==> src/design/cdq_pkg.sv <==
`default_nettype none
package cdq_pkg;

  localparam int DEPTH_DEF = 16;
  localparam int CAP_W     = 5;
  localparam int DATA_W    = 32;
  localparam int FUNC_W    = 3;
  localparam int PADDR_W   = 3;
  localparam int PDATA_W   = 32;

  localparam logic [CAP_W-1:0]   CAP_RESET = 5'd16;
  localparam logic [PADDR_W-1:0] ADDR_CAP  = 3'd0;

  typedef enum logic [FUNC_W-1:0] {
    FN_PUSH_FRONT = 3'd0,
    FN_PUSH_REAR  = 3'd1,
    FN_POP_FRONT  = 3'd2,
    FN_POP_REAR   = 3'd3,
    FN_PEEK_FRONT = 3'd4,
    FN_PEEK_REAR  = 3'd5
  } cdq_func_t;

  typedef enum logic [0:0] {
    ST_IDLE = 1'b0,
    ST_READ = 1'b1
  } cdq_state_t;

  typedef struct packed {
    logic              ok;
    logic [DATA_W-1:0] data;
    logic              now_empty;
    logic              now_full;
  } cdq_res_t;

endpackage
`default_nettype wire

==> src/design/cdq_ram.sv <==
`default_nettype none
module cdq_ram #(
  parameter int WIDTH = 32,
  parameter int DEPTH = 16
) (
  input  wire logic                     clk,
  input  wire logic                     we,
  input  wire logic [$clog2(DEPTH)-1:0] waddr,
  input  wire logic [WIDTH-1:0]         wdata,
  input  wire logic                     re,
  input  wire logic [$clog2(DEPTH)-1:0] raddr,
  output logic      [WIDTH-1:0]         rdata
);

  logic [WIDTH-1:0] mem [DEPTH];

  always_ff @(posedge clk) begin
    if (we) begin
      mem[waddr] <= wdata;
    end
    if (re) begin
      rdata <= mem[raddr];
    end
  end

endmodule
`default_nettype wire

==> src/design/cdq_ctrl.sv <==
`default_nettype none
module cdq_ctrl
  import cdq_pkg::*;
#(
  parameter int DEPTH = DEPTH_DEF
) (
  input  wire logic              clk,
  input  wire logic              rst_n,
  input  wire logic [CAP_W-1:0]  capacity,
  input  wire logic              clear,
  input  wire logic              req_valid,
  output logic                   req_ready,
  input  wire logic [FUNC_W-1:0] req_func,
  input  wire logic [DATA_W-1:0] req_value,
  output logic                   res_valid,
  input  wire logic              res_ready,
  output cdq_res_t               res
);

  localparam int IW = $clog2(DEPTH);
  localparam int CW = $clog2(DEPTH + 1);

  cdq_state_t state_r, state_nxt;
  logic [IW-1:0] head_r, head_nxt, tail_r, tail_nxt;
  logic          empty_r, empty_nxt;

  logic [CW-1:0]     cap_c;
  logic [31:0]       cap32;
  logic [IW-1:0]     hn, tn;
  logic              full_cur;
  logic              accept;
  logic              need_read;
  logic              imm_ok;
  logic [DATA_W-1:0] imm_data;
  logic              we;
  logic [IW-1:0]     waddr;
  logic              re;
  logic [IW-1:0]     raddr;
  logic [DATA_W-1:0] rdata;

  function automatic logic [IW-1:0] up_f(input logic [IW-1:0] i, input logic [CW-1:0] c);
    logic [31:0] n;
    n = 32'(i) + 32'd1;
    up_f = (n >= 32'(c)) ? '0 : n[IW-1:0];
  endfunction

  function automatic logic [IW-1:0] down_f(input logic [IW-1:0] i, input logic [CW-1:0] c);
    logic [31:0] m;
    m = 32'(c) - 32'd1;
    down_f = (i == '0) ? m[IW-1:0] : i - {{(IW-1){1'b0}}, 1'b1};
  endfunction

  // capacity clamped to 2..DEPTH, the slots that exist
  always_comb begin
    cap32 = {{(32-CAP_W){1'b0}}, capacity};
    if (cap32 < 32'd2) begin
      cap32 = 32'd2;
    end else if (cap32 > 32'(DEPTH)) begin
      cap32 = 32'(DEPTH);
    end
    cap_c = cap32[CW-1:0];
  end

  assign hn       = (32'(head_r) >= 32'(cap_c)) ? '0 : head_r;
  assign tn       = (32'(tail_r) >= 32'(cap_c)) ? '0 : tail_r;
  assign full_cur = !empty_r && (up_f(tn, cap_c) == hn);
  assign accept   = req_valid && req_ready;

  // index update and memory access for the accepted transaction, or index reset on clear
  always_comb begin
    head_nxt  = head_r;
    tail_nxt  = tail_r;
    empty_nxt = empty_r;
    need_read = 1'b0;
    imm_ok    = 1'b0;
    imm_data  = '1;
    we        = 1'b0;
    waddr     = '0;
    re        = 1'b0;
    raddr     = hn;
    if (clear) begin
      head_nxt  = '0;
      tail_nxt  = '0;
      empty_nxt = 1'b1;
    end else if (accept) begin
      head_nxt = hn;
      tail_nxt = tn;
      case (req_func)
        FN_PUSH_FRONT, FN_PUSH_REAR: begin
          if (!full_cur) begin
            imm_ok   = 1'b1;
            imm_data = req_value;
            we       = 1'b1;
            if (empty_r) begin
              head_nxt  = '0;
              tail_nxt  = '0;
              empty_nxt = 1'b0;
              waddr     = '0;
            end else if (req_func == FN_PUSH_FRONT) begin
              head_nxt = down_f(hn, cap_c);
              waddr    = head_nxt;
            end else begin
              tail_nxt = up_f(tn, cap_c);
              waddr    = tail_nxt;
            end
          end
        end
        FN_POP_FRONT, FN_POP_REAR: begin
          if (!empty_r) begin
            need_read = 1'b1;
            re        = 1'b1;
            raddr     = (req_func == FN_POP_FRONT) ? hn : tn;
            if (hn == tn) begin
              head_nxt  = '0;
              tail_nxt  = '0;
              empty_nxt = 1'b1;
            end else if (req_func == FN_POP_FRONT) begin
              head_nxt = up_f(hn, cap_c);
            end else begin
              tail_nxt = down_f(tn, cap_c);
            end
          end
        end
        FN_PEEK_FRONT, FN_PEEK_REAR: begin
          if (!empty_r) begin
            need_read = 1'b1;
            re        = 1'b1;
            raddr     = (req_func == FN_PEEK_FRONT) ? hn : tn;
          end
        end
        default: begin
        end
      endcase
    end
  end

  always_comb begin
    state_nxt = state_r;
    case (state_r)
      ST_IDLE: begin
        if (accept && need_read) begin
          state_nxt = ST_READ;
        end
      end
      ST_READ: begin
        if (res_ready) begin
          state_nxt = ST_IDLE;
        end
      end
      default: state_nxt = ST_IDLE;
    endcase
  end

  always_comb begin
    req_ready     = 1'b0;
    res_valid     = 1'b0;
    res.ok        = imm_ok;
    res.data      = imm_data;
    res.now_empty = empty_nxt;
    res.now_full  = !empty_nxt && (up_f(tail_nxt, cap_c) == head_nxt);
    case (state_r)
      ST_IDLE: begin
        req_ready = res_ready;
        res_valid = accept && !need_read;
      end
      ST_READ: begin
        res_valid = 1'b1;
        res.ok    = 1'b1;
        res.data  = rdata;
      end
      default: begin
      end
    endcase
  end

  always_ff @(posedge clk) begin
    if (!rst_n) begin
      state_r <= ST_IDLE;
      head_r  <= '0;
      tail_r  <= '0;
      empty_r <= 1'b1;
    end else begin
      state_r <= state_nxt;
      head_r  <= head_nxt;
      tail_r  <= tail_nxt;
      empty_r <= empty_nxt;
    end
  end

  cdq_ram #(
    .WIDTH(DATA_W),
    .DEPTH(DEPTH)
  ) u_ram (
    .clk  (clk),
    .we   (we),
    .waddr(waddr),
    .wdata(req_value),
    .re   (re),
    .raddr(raddr),
    .rdata(rdata)
  );

endmodule
`default_nettype wire

==> src/design/circular_deque.sv <==
// Double-ended queue of 32-bit words in a circular store of DEPTH slots, of which
// the first capacity (register at address 0, saturated to 2..DEPTH) are in use.
// in_tuser selects the operation (push front/rear, pop front/rear, peek front/rear),
// in_tdata carries the word to push. Each request gives one result: out_tuser is the
// success flag, out_tdata holds the word (all ones on failure) and the empty and full
// flags after the request. A push or failed request goes to the output register when
// accepted; a successful pop or peek waits in a read state for the registered RAM read.
// Writing capacity empties the queue; write it only while no request is in flight.
`default_nettype none
module circular_deque
  import cdq_pkg::*;
#(
  parameter int DEPTH = DEPTH_DEF
) (
  input  wire logic               clk,
  input  wire logic               rst_n,
  input  wire logic               in_tvalid,
  output logic                    in_tready,
  input  wire logic [DATA_W-1:0]  in_tdata,   // value[31:0]
  input  wire logic [FUNC_W-1:0]  in_tuser,   // func[2:0]
  output logic                    out_tvalid,
  input  wire logic               out_tready,
  output logic [39:0]             out_tdata,  // data[31:0], now_empty[32], now_full[33]
  output logic                    out_tuser,  // ok[0]
  input  wire logic               cfg_psel,
  input  wire logic               cfg_penable,
  input  wire logic               cfg_pwrite,
  input  wire logic [PADDR_W-1:0] cfg_paddr,
  input  wire logic [PDATA_W-1:0] cfg_pwdata,
  output logic      [PDATA_W-1:0] cfg_prdata,
  output logic                    cfg_pready
);

  logic [CAP_W-1:0] capacity_r;
  logic             cap_wr;
  logic             out_valid_r;
  cdq_res_t         out_res_r;
  logic             res_valid;
  logic             res_ready;
  cdq_res_t         res;

  assign cfg_pready = 1'b1;
  assign cap_wr     = cfg_psel && cfg_penable && cfg_pwrite && cfg_pready &&
                      (cfg_paddr == ADDR_CAP);
  assign cfg_prdata = (cfg_paddr == ADDR_CAP) ? {{(PDATA_W-CAP_W){1'b0}}, capacity_r} : '0;

  always_ff @(posedge clk) begin
    if (!rst_n) begin
      capacity_r <= CAP_RESET;
    end else if (cap_wr) begin
      capacity_r <= cfg_pwdata[CAP_W-1:0];
    end
  end

  cdq_ctrl #(
    .DEPTH(DEPTH)
  ) u_ctrl (
    .clk      (clk),
    .rst_n    (rst_n),
    .capacity (capacity_r),
    .clear    (cap_wr),
    .req_valid(in_tvalid),
    .req_ready(in_tready),
    .req_func (in_tuser),
    .req_value(in_tdata),
    .res_valid(res_valid),
    .res_ready(res_ready),
    .res      (res)
  );

  // output register, free when empty or being drained
  assign res_ready = !out_valid_r || out_tready;

  always_ff @(posedge clk) begin
    if (!rst_n) begin
      out_valid_r <= 1'b0;
    end else if (res_ready) begin
      out_valid_r <= res_valid;
    end
  end

  always_ff @(posedge clk) begin
    if (res_ready && res_valid) begin
      out_res_r <= res;
    end
  end

  assign out_tvalid = out_valid_r;
  assign out_tuser  = out_res_r.ok;
  assign out_tdata  = {6'd0, out_res_r.now_full, out_res_r.now_empty, out_res_r.data};

  a_flags_exclusive: assert property (@(posedge clk) disable iff (!rst_n)
    out_tvalid |-> !(out_tdata[32] && out_tdata[33]))
    else $error("queue reported empty and full at once");

  a_fail_data: assert property (@(posedge clk) disable iff (!rst_n)
    out_tvalid && !out_tuser |-> out_tdata[31:0] == '1)
    else $error("failed transaction without all-ones data");

  a_out_hold: assert property (@(posedge clk) disable iff (!rst_n)
    out_tvalid && !out_tready |=> out_tvalid && $stable(out_tdata) && $stable(out_tuser))
    else $error("result transaction changed while stalled");

endmodule
`default_nettype wire

==> config.mk <==
export PLATFORM = sky130hd
export DESIGN_NAME = circular_deque
export DESIGN_NICKNAME = d
export VERILOG_FILES = /design/src/design/cdq_pkg.sv /design/src/design/cdq_ram.sv /design/src/design/cdq_ctrl.sv /design/src/design/circular_deque.sv
export SDC_FILE = /design/constraint.sdc
export NUM_CORES = 1
export LEC_CHECK = 0
export BUFFER_PORTS_ARGS = -buffer_cell sky130_fd_sc_hd__clkbuf_2
export CORE_MARGIN = 8
export CORE_UTILIZATION = 50
export CTS_BUF_LIST = sky130_fd_sc_hd__clkbuf_4
export CTS_CLUSTER_SIZE = 14
export DETAILED_ROUTE_END_ITERATION = 10
export GPL_TIMING_DRIVEN = 0
export PLACE_DENSITY = 0.74
export SKIP_CTS_REPAIR_TIMING = 1
export SLEW_MARGIN = 30
export SYNTH_ARGS = -nofsm -noshare
export SYNTH_HDL_FRONTEND = slang
export SYNTH_HIERARCHICAL = 1
export SYNTH_SLANG_ARGS = --single-unit
==> constraint.sdc <==
create_clock -name clk -period 10.7 [get_ports clk]
set_input_delay 0 -clock clk [delete_from_list [all_inputs] [get_ports clk]]
set_output_delay 0 -clock clk [all_outputs]
set_load 0.02 [all_outputs]
==> metrics.txt <==
worst skew pair latency=0.90 ns; via count=14,900; Leak Pwr=10.2 nW; Cell Count Post-Placement=2,260; Design Area, Final=0.0298 mm^2; nets=1,904; Setup Viol. Count Final=0; Initial Util=50.2%; post-synthesis instance total=1,420; RSZ-0062 raised after global routing=false; area share of the largest cell type after synthesis=69.7%; WP data arrival=9.78 ns; Placed Area=0.0273 mm^2; drt initial violations=1,314; GPL Wtd Cong=0.910; CTS tree=done; Worst setup EP type=flop; vias in the first global route=14,900; Critical Path Fanout Max=12; CTS sink count=595; Max IR drop VDD=0.112 mV; max_slew headroom=31.8%; Area Overhead vs Synth=19.5%; sequential area share after synthesis=71.0%; Die Y=239 um; largest net degree at the start of global routing=36; Die ar.=0.0573 mm^2; Reg clk slew, reported paths=0.07 ns; Power Dens Cells=167 mW/mm^2; DRT Wirelength=60.7 mm; Tightest Hold Check Type=in -> reg; count leader, synth=edfxtp_1; top_reg_cell synth=edfxtp_1; required time worst endpoint=11.28 ns; GR Overflow Total=0; Pins Over Slew Limit=0; PnR Total Power=4.98 mW; Die X=239 um; final core occ=60.0%; CP Launch Type=flop; worst reg2reg setup slack=1.50 ns; post-synthesis cell type count=90; gr usage total=21.0%; initial antenna violation count=3; Ports=153; share of cells above drive strength 1=32.0%; detailed placement HPWL=40.3 mm; I/O Buffers=91; Non-Filler Instances=2,569; clk_skew=0.0398 ns; Reg area=0.0177 mm^2; fmax=109 MHz; maxcap violations=0; Setup TNS Final=0 ns; multi-input logic area=0.00663 mm^2; synthesized area per cell=17.6 um^2; first-pass GRT wire length=89.3 mm; DRT Pass-1 Iters=5; asr flop ratio synth=0%; Post-synth EDFFs=579; Fin. Hold Viols=0; clock buffer depth=3; # rows=82; H-tree depth=4; Num CTS Buffers=148; leading post-synthesis cells by cell area=edfxtp_1 (70%), mux4_2 (12%), a22oi_1 (2.0%); Core Area=0.0497 mm^2; CP max stage cell=a2111oi_2; detailed-route wire length per cell=23.6 um; status=finished clean; # fillers=3,637; delay of the slowest critical-path stage=1.01 ns; minimum clock period=9.20 ns; period utilization=86.0%; Residual DRC=0; clk root buf=clkbuf_4; Vias/cell=5.79; Syn. warnings=6; Seq cells post-synth=595; area leader, netlist=edfxtp_1; top cells by count, synth=edfxtp_1 (579), mux4_2 (128), nor2_1 (91); Netlist Area Pre-Place=0.0249 mm^2; measured slew at the worst slew-check pin=1.02 ns; ANT nets after route=0; crit path kind=reg -> reg
==> routing by layer <==
| layer | GRT usage, % | vias to the layer above | wire length [um] |
|---|---|---|---|
| met1 | 27.2 | 7514 | 24000 |
| met4 | 8.67 | 0 | 1560 |
| met5 | 0 | - | 0 |
| met3 | 5.34 | 117 | 5330 |
| met2 | 33.7 | 762 | 29900 |
| li1 | - | 6479 | - |
==> logic make-up (layout without fill, tap and decap cells) <==
group                      count (synthesis)  after routing  share of synthesized area (%)
xor gates and xnor gates                   9              9                          0.346
AOI/OAI and AO/OA                        225            225                           6.57
muxes                                    137            137                           11.9
other                                      2             41                         0.0301
and+or+nand+nor                          264            264                           5.09
adders and majority gates                 32             32                           1.61
buffers and inverters                    156            594                           3.42
DFF                                      595            595                           71.0
==> flip-flops by register name, indices dropped and copies added, names as in the netlist, 4 cells and up <==
register,cells
u_ctrl/tail_r,4
capacity_r,5
u_ctrl/head_r,4
u_ctrl/u_ram/rdata,32
u_ctrl/u_ram/mem,512
out_tdata,34
==> final timing paths <==
| path | from | endpoint | cells past startpoint |
|---|---|---|---|
| hold / removal | in_tdata[20] | u_ctrl/u_ram/mem[4][20]$_DFFE_PP_ | 2 |
| setup / recovery | capacity_r[4]$_SDFFE_PN1P_ | u_ctrl/u_ram/mem[7][6]$_DFFE_PP_ | 28 |
| hold reg to reg | out_tvalid$_SDFFE_PN0P_ | out_tvalid$_SDFFE_PN0P_ | 2 |
| setup reg to reg | capacity_r[4]$_SDFFE_PN1P_ | u_ctrl/u_ram/mem[7][6]$_DFFE_PP_ | 28 |
==> power breakdown <==
| part | switching (mW) | leakage [nW] | internal [mW] |
|---|---|---|---|
| clock network | 0.860 | 1.11 | 1.08 |
| logic | 0.266 | 3.76 | 0.187 |
| registers | 0.00838 | 5.29 | 2.58 |
==> through the flow <==
step | hold slack (ns) | worst slack [ns]
2_1_floorplan | 0.0619 | 2.59
3_3_place_gp | 0.227 | -1.52
3_5_place_dp | 0.234 | 1.45
4_1_cts | -0.781 | 1.40
5_1_grt | -0.000358 | 1.09
6_report | 0.0499 | 1.50
==> critical path: cells and delay by family (launching register included) <==
| kind | cells | cell delay [ns] |
|---|---|---|
| AO/OA/AOI/OAI | 13 | 3.83 |
| buffers and inverters | 7 | 1.85 |
| AND/OR/NAND/NOR | 5 | 1.62 |
| adder cells (fa/ha/maj) | 3 | 1.06 |
| flip-flops | 1 | 0.50 |
==> final cells by class <==
cell class,instances,area share [%]
antenna,7,0.0588
buffer,106,2.23
clock buffer,200,5.04
clock inverter,45,1.42
inverter,50,0.630
multi-input combinational,701,22.3
sequential,595,59.4
tap,672,2.82
timing repair buffer,193,6.11
==> layout by cell type (no fill, tap or decap), drive strengths merged, types with 4 or more instances in the layout <==
master,netlist,routed
nor3b,4,4
dlygate4sd3,0,57
conb,2,34
and2,15,15
buf,68,113
a211oi,8,8
o21a,4,4
nand2,73,73
nand4,6,6
clkbuf,38,329
mux4,128,128
clkinv,0,30
xnor2,4,4
ha,32,32
a22oi,65,65
nor3,19,19
diode,0,7
a21o,8,8
nor2,91,91
inv,50,53
o21ai,28,28
a31oi,7,7
nand3,15,15
edfxtp,579,579
o211ai,7,7
o22ai,7,7
a21oi,57,57
bufinv,0,9
and3,4,4
dfxtp,16,16
mux2i,9,9
xor2,5,5
nand2b,12,12
nor2b,8,8
Note: power is estimated with default switching activity, not from simulation.
